## config.mk

```make
export PLATFORM = sky130hd
export DESIGN_NAME = circular_deque
export DESIGN_NICKNAME = d
export VERILOG_FILES = /design/src/hw/rtl/cdq_pkg.sv /design/src/hw/rtl/circular_deque.sv /design/src/hw/rtl/cdq_mem.sv /design/src/hw/rtl/cdq_ctrl.sv
export VERILOG_INCLUDE_DIRS = /design/src /design/src/hw/rtl
export SDC_FILE = /design/constraint.sdc
export NUM_CORES = 1
export LEC_CHECK = 0
export BUFFER_PORTS_ARGS = -buffer_cell sky130_fd_sc_hd__buf_2
export CAP_MARGIN = 20
export CORE_MARGIN = 10
export CORE_UTILIZATION = 50
export CTS_CLUSTER_SIZE = 30
export DETAILED_ROUTE_END_ITERATION = 7
export MAX_ROUTING_LAYER = met4
export PLACE_DENSITY = 0.66
export SLEW_MARGIN = 30
export SYNTH_ARGS = -nofsm -noshare
export SYNTH_HDL_FRONTEND = slang
export SYNTH_SLANG_ARGS = --single-unit
```

## constraint.sdc

```tcl
create_clock -name aclk -period 4.55 [get_ports aclk]
set_input_delay 0.6825 -clock aclk [delete_from_list [all_inputs] [get_ports aclk]]
set_output_delay 0.6825 -clock aclk [all_outputs]
set_load 0.01 [all_outputs]
```

## src/hw/rtl/circular_deque_defines.svh

```systemverilog
// Assertion macros for the circular deque.
// Used by the top level through `include; no other dependencies.
`ifndef CIRCULAR_DEQUE_DEFINES_SVH
`define CIRCULAR_DEQUE_DEFINES_SVH

`ifndef SYNTH
// Same-cycle implication, checked outside reset.
`define CDQ_ASSERT_IMPL(label, clk, rstn, ante, cons) \
    label: assert property (@(posedge clk) disable iff (!(rstn)) (ante) |-> (cons)) \
        else $error("circular_deque assertion failed");
// Next-cycle implication, checked outside reset.
`define CDQ_ASSERT_NEXT(label, clk, rstn, ante, cons) \
    label: assert property (@(posedge clk) disable iff (!(rstn)) (ante) |=> (cons)) \
        else $error("circular_deque assertion failed");
`else
`define CDQ_ASSERT_IMPL(label, clk, rstn, ante, cons)
`define CDQ_ASSERT_NEXT(label, clk, rstn, ante, cons)
`endif

`endif

```

## src/hw/rtl/cdq_pkg.sv

```systemverilog
// Shared types and codes for the circular deque.
// No dependencies; imported by cdq_ctrl and circular_deque.
`timescale 1ns / 1ps

package cdq_pkg;

    typedef enum logic [1:0] {
        ACT_PUSH_FRONT = 2'd0,
        ACT_PUSH_REAR  = 2'd1,
        ACT_POP_FRONT  = 2'd2,
        ACT_POP_REAR   = 2'd3
    } action_t;

    typedef enum logic [1:0] {
        ST_DONE      = 2'd0,
        ST_OVERFLOW  = 2'd1,
        ST_UNDERFLOW = 2'd2,
        ST_RSVD      = 2'd3
    } status_t;

    localparam int FILL_W = 4;
    localparam int DATA_W = 32;

    // Result of one action, minus the popped word (that comes from memory).
    typedef struct packed {
        logic              pop_ok;
        status_t           status;
        logic [FILL_W-1:0] fill;
    } cdq_resp_t;

endpackage

```

## src/hw/rtl/circular_deque.sv

```systemverilog
// Top level of the circular deque: handshakes, result staging, assertions.
// Depends on cdq_pkg, cdq_ctrl, cdq_mem and circular_deque_defines.svh.
//
//   channel | dir | handshake          | payload
//   s_      | in  | s_valid / s_ready  | s_action[1:0], s_value[31:0] signed
//   m_      | out | m_valid / m_ready  | m_popped_value[31:0] signed,
//           |     |                    | m_status[1:0], m_fill_count[3:0]
//
// For each item, the accept edge updates the indices and issues the memory
// access, and the next edge loads the result (with the read word).
// s_ready waits for the staging stage to clear and the output register to be
// empty or draining, so no new item is taken while the last one is staged.
// Reset (aresetn low, synchronous) empties the deque; entry contents are not
// cleared, since a pop only reads entries that a push has written.
`timescale 1ns / 1ps
`include "circular_deque_defines.svh"

module circular_deque #(
    parameter int DEPTH = 8
) (
    input  logic               aclk,
    input  logic               aresetn,
    input  logic               s_valid,
    output logic               s_ready,
    input  logic [1:0]         s_action,
    input  logic signed [31:0] s_value,
    output logic               m_valid,
    input  logic               m_ready,
    output logic signed [31:0] m_popped_value,
    output logic [1:0]         m_status,
    output logic [3:0]         m_fill_count
);

    import cdq_pkg::*;

    localparam int IDX_W = $clog2(DEPTH);
    localparam int OCC_W = $clog2(DEPTH + 1);

    logic              accept;
    logic              mem_wr_en, mem_rd_en;
    logic [IDX_W-1:0]  mem_wr_addr, mem_rd_addr;
    logic [DATA_W-1:0] mem_wr_data, mem_rd_data;
    cdq_resp_t         resp;

    // staging stage: holds the response until the memory read word is registered
    logic              pend_valid_reg, pend_valid_next;
    cdq_resp_t         pend_resp_reg;

    // output register
    logic              m_valid_reg, m_valid_next;
    logic [DATA_W-1:0] m_popped_reg;
    status_t           m_status_reg;
    logic [FILL_W-1:0] m_fill_reg;

    // Output register is always free by the time the stage completes:
    // it was empty or drained at the accept edge.
    assign s_ready = !pend_valid_reg && (!m_valid_reg || m_ready);
    assign accept  = s_valid && s_ready;

    cdq_ctrl #(
        .DEPTH (DEPTH),
        .IDX_W (IDX_W),
        .OCC_W (OCC_W)
    ) u_ctrl (
        .aclk    (aclk),
        .aresetn (aresetn),
        .issue   (accept),
        .action  (s_action),
        .value   (s_value),
        .wr_en   (mem_wr_en),
        .wr_addr (mem_wr_addr),
        .wr_data (mem_wr_data),
        .rd_en   (mem_rd_en),
        .rd_addr (mem_rd_addr),
        .resp    (resp)
    );

    cdq_mem #(
        .DEPTH  (DEPTH),
        .DATA_W (DATA_W),
        .IDX_W  (IDX_W)
    ) u_mem (
        .aclk    (aclk),
        .wr_en   (mem_wr_en),
        .wr_addr (mem_wr_addr),
        .wr_data (mem_wr_data),
        .rd_en   (mem_rd_en),
        .rd_addr (mem_rd_addr),
        .rd_data (mem_rd_data)
    );

    assign pend_valid_next = accept;
    assign m_valid_next    = pend_valid_reg || (m_valid_reg && !m_ready);

    always_ff @(posedge aclk) begin
        if (!aresetn) begin
            pend_valid_reg <= 1'b0;
            m_valid_reg    <= 1'b0;
        end else begin
            pend_valid_reg <= pend_valid_next;
            m_valid_reg    <= m_valid_next;
        end
    end

    always_ff @(posedge aclk) begin
        if (accept) begin
            pend_resp_reg <= resp;
        end
        if (pend_valid_reg) begin
            m_popped_reg <= pend_resp_reg.pop_ok ? mem_rd_data : '0;
            m_status_reg <= pend_resp_reg.status;
            m_fill_reg   <= pend_resp_reg.fill;
        end
    end

    assign m_valid        = m_valid_reg;
    assign m_popped_value = m_popped_reg;
    assign m_status       = m_status_reg;
    assign m_fill_count   = m_fill_reg;

    // every accepted item reaches the staging stage next cycle
    `CDQ_ASSERT_NEXT(a_accept_stages, aclk, aresetn, accept, pend_valid_reg)
    // a staged result never lands on an occupied output register
    `CDQ_ASSERT_IMPL(a_stage_out_free, aclk, aresetn, pend_valid_reg, !m_valid_reg)
    // an underflow only happens on an empty deque and returns zero
    `CDQ_ASSERT_IMPL(a_underflow_empty, aclk, aresetn, m_valid && (m_status == ST_UNDERFLOW), (m_popped_value == '0) && (m_fill_count == '0))

endmodule

```

## src/hw/rtl/cdq_mem.sv

```systemverilog
// Entry storage for the circular deque: one write port, one read port,
// registered read data. Depends on nothing.
`timescale 1ns / 1ps

module cdq_mem #(
    parameter int DEPTH  = 8,
    parameter int DATA_W = 32,
    parameter int IDX_W  = $clog2(DEPTH)
) (
    input  logic              aclk,
    input  logic              wr_en,
    input  logic [IDX_W-1:0]  wr_addr,
    input  logic [DATA_W-1:0] wr_data,
    input  logic              rd_en,
    input  logic [IDX_W-1:0]  rd_addr,
    output logic [DATA_W-1:0] rd_data
);

    logic [DATA_W-1:0] mem [DEPTH];
    logic [DATA_W-1:0] rd_data_reg;

    always_ff @(posedge aclk) begin
        if (wr_en) begin
            mem[wr_addr] <= wr_data;
        end
    end

    always_ff @(posedge aclk) begin
        if (rd_en) begin
            rd_data_reg <= mem[rd_addr];
        end
    end

    assign rd_data = rd_data_reg;

endmodule

```

## src/hw/rtl/cdq_ctrl.sv

```systemverilog
// Index and occupancy control for the circular deque: decodes an action,
// issues the memory access and updates front/rear/occupancy. Uses cdq_pkg.
`timescale 1ns / 1ps

module cdq_ctrl #(
    parameter int DEPTH = 8,
    parameter int IDX_W = $clog2(DEPTH),
    parameter int OCC_W = $clog2(DEPTH + 1)
) (
    input  logic                              aclk,
    input  logic                              aresetn,
    input  logic                              issue,
    input  logic [1:0]                        action,
    input  logic [cdq_pkg::DATA_W-1:0]        value,
    output logic                              wr_en,
    output logic [IDX_W-1:0]                  wr_addr,
    output logic [cdq_pkg::DATA_W-1:0]        wr_data,
    output logic                              rd_en,
    output logic [IDX_W-1:0]                  rd_addr,
    output cdq_pkg::cdq_resp_t                resp
);

    import cdq_pkg::*;

    localparam logic [IDX_W-1:0] LAST_IDX = IDX_W'(DEPTH - 1);
    localparam logic [OCC_W-1:0] FULL_OCC = OCC_W'(DEPTH);

    logic [IDX_W-1:0] front_reg, front_next;
    logic [IDX_W-1:0] rear_reg,  rear_next;
    logic [OCC_W-1:0] occ_reg,   occ_next;
    logic [OCC_W+FILL_W-1:0] occ_ext;
    logic [IDX_W-1:0] front_inc, front_dec, rear_inc, rear_dec;
    logic empty, full;

    assign empty     = (occ_reg == '0);
    assign full      = (occ_reg == FULL_OCC);
    assign front_inc = (front_reg == LAST_IDX) ? '0 : front_reg + 1'b1;
    assign front_dec = (front_reg == '0) ? LAST_IDX : front_reg - 1'b1;
    assign rear_inc  = (rear_reg == LAST_IDX) ? '0 : rear_reg + 1'b1;
    assign rear_dec  = (rear_reg == '0) ? LAST_IDX : rear_reg - 1'b1;

    always_comb begin
        front_next  = front_reg;
        rear_next   = rear_reg;
        occ_next    = occ_reg;
        wr_en       = 1'b0;
        wr_addr     = '0;
        rd_en       = 1'b0;
        rd_addr     = front_reg;
        resp.pop_ok = 1'b0;
        resp.status = ST_DONE;
        case (action_t'(action))
            ACT_PUSH_FRONT, ACT_PUSH_REAR: begin
                if (full) begin
                    resp.status = ST_OVERFLOW;
                end else begin
                    wr_en    = issue;
                    occ_next = occ_reg + 1'b1;
                    if (empty) begin
                        front_next = '0;
                        rear_next  = '0;
                        wr_addr    = '0;
                    end else if (action_t'(action) == ACT_PUSH_FRONT) begin
                        front_next = front_dec;
                        wr_addr    = front_dec;
                    end else begin
                        rear_next = rear_inc;
                        wr_addr   = rear_inc;
                    end
                end
            end
            ACT_POP_FRONT, ACT_POP_REAR: begin
                if (empty) begin
                    resp.status = ST_UNDERFLOW;
                end else begin
                    rd_en       = issue;
                    resp.pop_ok = 1'b1;
                    occ_next    = occ_reg - 1'b1;
                    if (action_t'(action) == ACT_POP_FRONT) begin
                        rd_addr    = front_reg;
                        front_next = front_inc;
                    end else begin
                        rd_addr   = rear_reg;
                        rear_next = rear_dec;
                    end
                    // last entry gone: both indices home
                    if (occ_reg == OCC_W'(1)) begin
                        front_next = '0;
                        rear_next  = '0;
                    end
                end
            end
            default: begin
                resp.status = ST_DONE;
            end
        endcase
        occ_ext   = {{FILL_W{1'b0}}, occ_next};
        resp.fill = occ_ext[FILL_W-1:0];
    end

    assign wr_data = value;

    always_ff @(posedge aclk) begin
        if (!aresetn) begin
            front_reg <= '0;
            rear_reg  <= '0;
            occ_reg   <= '0;
        end else if (issue) begin
            front_reg <= front_next;
            rear_reg  <= rear_next;
            occ_reg   <= occ_next;
        end
    end

endmodule
```

==> reports/results.tsv <==
metric	value	unit
FF+latch area	10240	sq um
met1 usage	23.30	%
Worst Hold Depth	0	
CP required	4870	ps
fin nets	1037	
Post-synth EDFFs	333	
Yosys warning count	0	
clk buf depth	3	
mux contribution to synthesized area	0.2151	%
pwr dens	448.2	nW/um^2
First-pass DRT Iterations	5	
via count	8340	
max-cap violations	0	
Synth cell types	58	
Ports	78	
Initial Util	50.53	%
multi-input gate area in the final layout	3423	sq um
setup TNS	0	ps
Post-Syn Instances	912	
Final Skew	9.652	ps
Avg WL per Cell	23.04	um
status	complete, no violations	
die width	187.1	um
DRC viols	0	
Num CTS Buffers	35	
overall power	7.132	mW
Synth Area in Compound Gates	14.78	%
final design utilization	57.59	%
CP endpoint kind	flip-flop	
asr flop ratio synth	0	%
Post-Syn Nets	961	
hold buffers post-CTS	0	
met2 Use GR	29.15	%
pre-CTS setup slack	1192	ps
htree depth	2	
peak supply drop	235.8	uV
number of global-route vias before repair	8221	
FMAX	297.5	MHz
Post-CTS Setup Inserts	0	
Area growth, synth to finish	13.97	%
commonest non-fill, non-tap cell in the layout	edfxtp_1	
Tcrit/Tclk final	73.87	%
CTS sink count	345	
CTS clk-pin slew, worst paths	60	ps
Die H	187.1	um
share of layout cells above drive strength 1	18.83	%
post-detail-place hpwl	17660	um
critical path class	reg2reg	
total grt overflow	0	
Post-DRT Antenna Nets	0	
Final Instance Area	15910	sq um
Root Buffer Master	clkbuf_16	
Worst-Skew Late Latency	510	ps
top cells by area, synth	edfxtp_1 72%, nand2_1 2.0%, a311oi_1 2.0%, o32ai_1 2.0%, a21boi_0 2.0%	
global route hottest layer	met2	
ys flop type	edfxtp_1	
area of the mapped netlist	13960	sq um
RSZ-0062 raised after global routing	false	
Least-Margin Pin Slew	940.6	ps
core box area	27630	sq um
Via density	6.000	
max reg flops	256	
Synth area leader	edfxtp_1	
Synth Register Bits	345	
Post-Synth Simple-Gate Area	7.529	%
Worst R2R Path Depth	8	
WL final	32030	um
Worst Slack Setup Final	1189	ps
combinational family with the most area after synthesis	compound AO/OA/AOI/OAI gates	
Fill cells	2193	
Cell Rows	61	
Relative slew margins	37.29	%
PostCTS Resize Cnt	0	
Synth Area in XOR/XNOR	0.1882	%
gr usage total	18.27	%
DP Area	14820	sq um
Port Buffers	77	
CP arrival	3680	ps
Yosys top cell area share	71.63	%
TritonCTS clock tree	done	
min Tclk post-route	3361	ps
Fin. Hold Viols	0	
Detailed Route Iter0 Violations	1027	
endpoints failing setup	0	
Post-Syn Area per Cell	15.31	sq um
first-pass GRT wire length	49020	um
Synth Area in Adders	0.9859	%
met3 Usage GRT	3.766	%
Seq/Total Area, Yosys	73.35	%
die footprint	35000	sq um
pin count of the biggest net entering global routing	55	
fin. max-slew vios	0	
worst min path class	reg2reg	
Max FO, Critical Path	32	
most frequent cells in the layout	333 x edfxtp_1, 77 x buf_2, 76 x nand2_1	
Leak	5.239	nW
crit start category	flip-flop	
initial antenna violation count	3	
placer's final routability congestion estimate	0.8046	
## cell families after synthesis
group           after synthesis
fa+ha+maj                    11
mux                           3
compound gates              265
simple gates                204
flops                       345
xor+xnor                      3
buf+inv                      81
## layer usage
| metal | up-vias | part of all wire, % |
|---|---|---|
| met5 | - | 0 |
| met3 | 61 | 7.0 |
| li1 | 3786 | - |
| met2 | 311 | 49 |
| met4 | 0 | 2.4 |
| met1 | 4182 | 42 |
## power breakdown
part / leakage (nW) / switching (mW) / internal (mW) / total (mW)
Clock: 0.525 / 1.13 / 1.64 / 2.77
Combinational: 1.59 / 0.476 / 0.221 / 0.697
Sequential: 3.13 / 0.0421 / 3.63 / 3.67
## synth_stat cells, types with 22 or more instances
cell,number
edfxtp_1,333
and3_1,34
clkbuf_1,29
o22ai_1,32
and2_1,34
o21ai_0,41
o32ai_1,32
a21boi_1,27
a311oi_1,32
nor2_1,24
buf_2,26
a221oi_1,22
a21boi_0,37
nand2_1,76
## final cells by class
class,count,area share (%)
well taps,378,2.973
flip-flops and latches,345,64.37
multi-input cells,486,21.52
inverters,13,0.3067
diodes,3,0.04718
clock buffers,43,5.694
clock inverters,15,1.101
repair buffers,107,3.995
## stage by stage
step / instances / hold WS (ps)
6_report: 1390 / 417.9
2_1_floorplan: 912 / 400.3
3_5_place_dp: 1329 / 405.4
3_3_place_gp: 1329 / 406.3
4_1_cts: 1387 / 420.6
5_1_grt: 1390 / 425.6
## worst paths after layout
check               startpoint                end  slack [ps]
max          u_ctrl.occ_reg[0]  u_mem.rd_data[14]        1190
min           pend_resp_reg[1]    m_fill_count[1]         420
max reg2reg  u_ctrl.occ_reg[0]  u_mem.rd_data[14]        1190
min reg2reg   pend_resp_reg[1]    m_fill_count[1]         420
## critical path: stages (launching register included)
cell and delay, ps:
dfxtp_1 510, inv_1 120, ha_1 270, nor3b_4 170, buf_4 230, o21ai_4 520
and2_2 890, nand2_1 130, a311oi_1 310
Note: power is estimated with default switching activity, not from simulation.
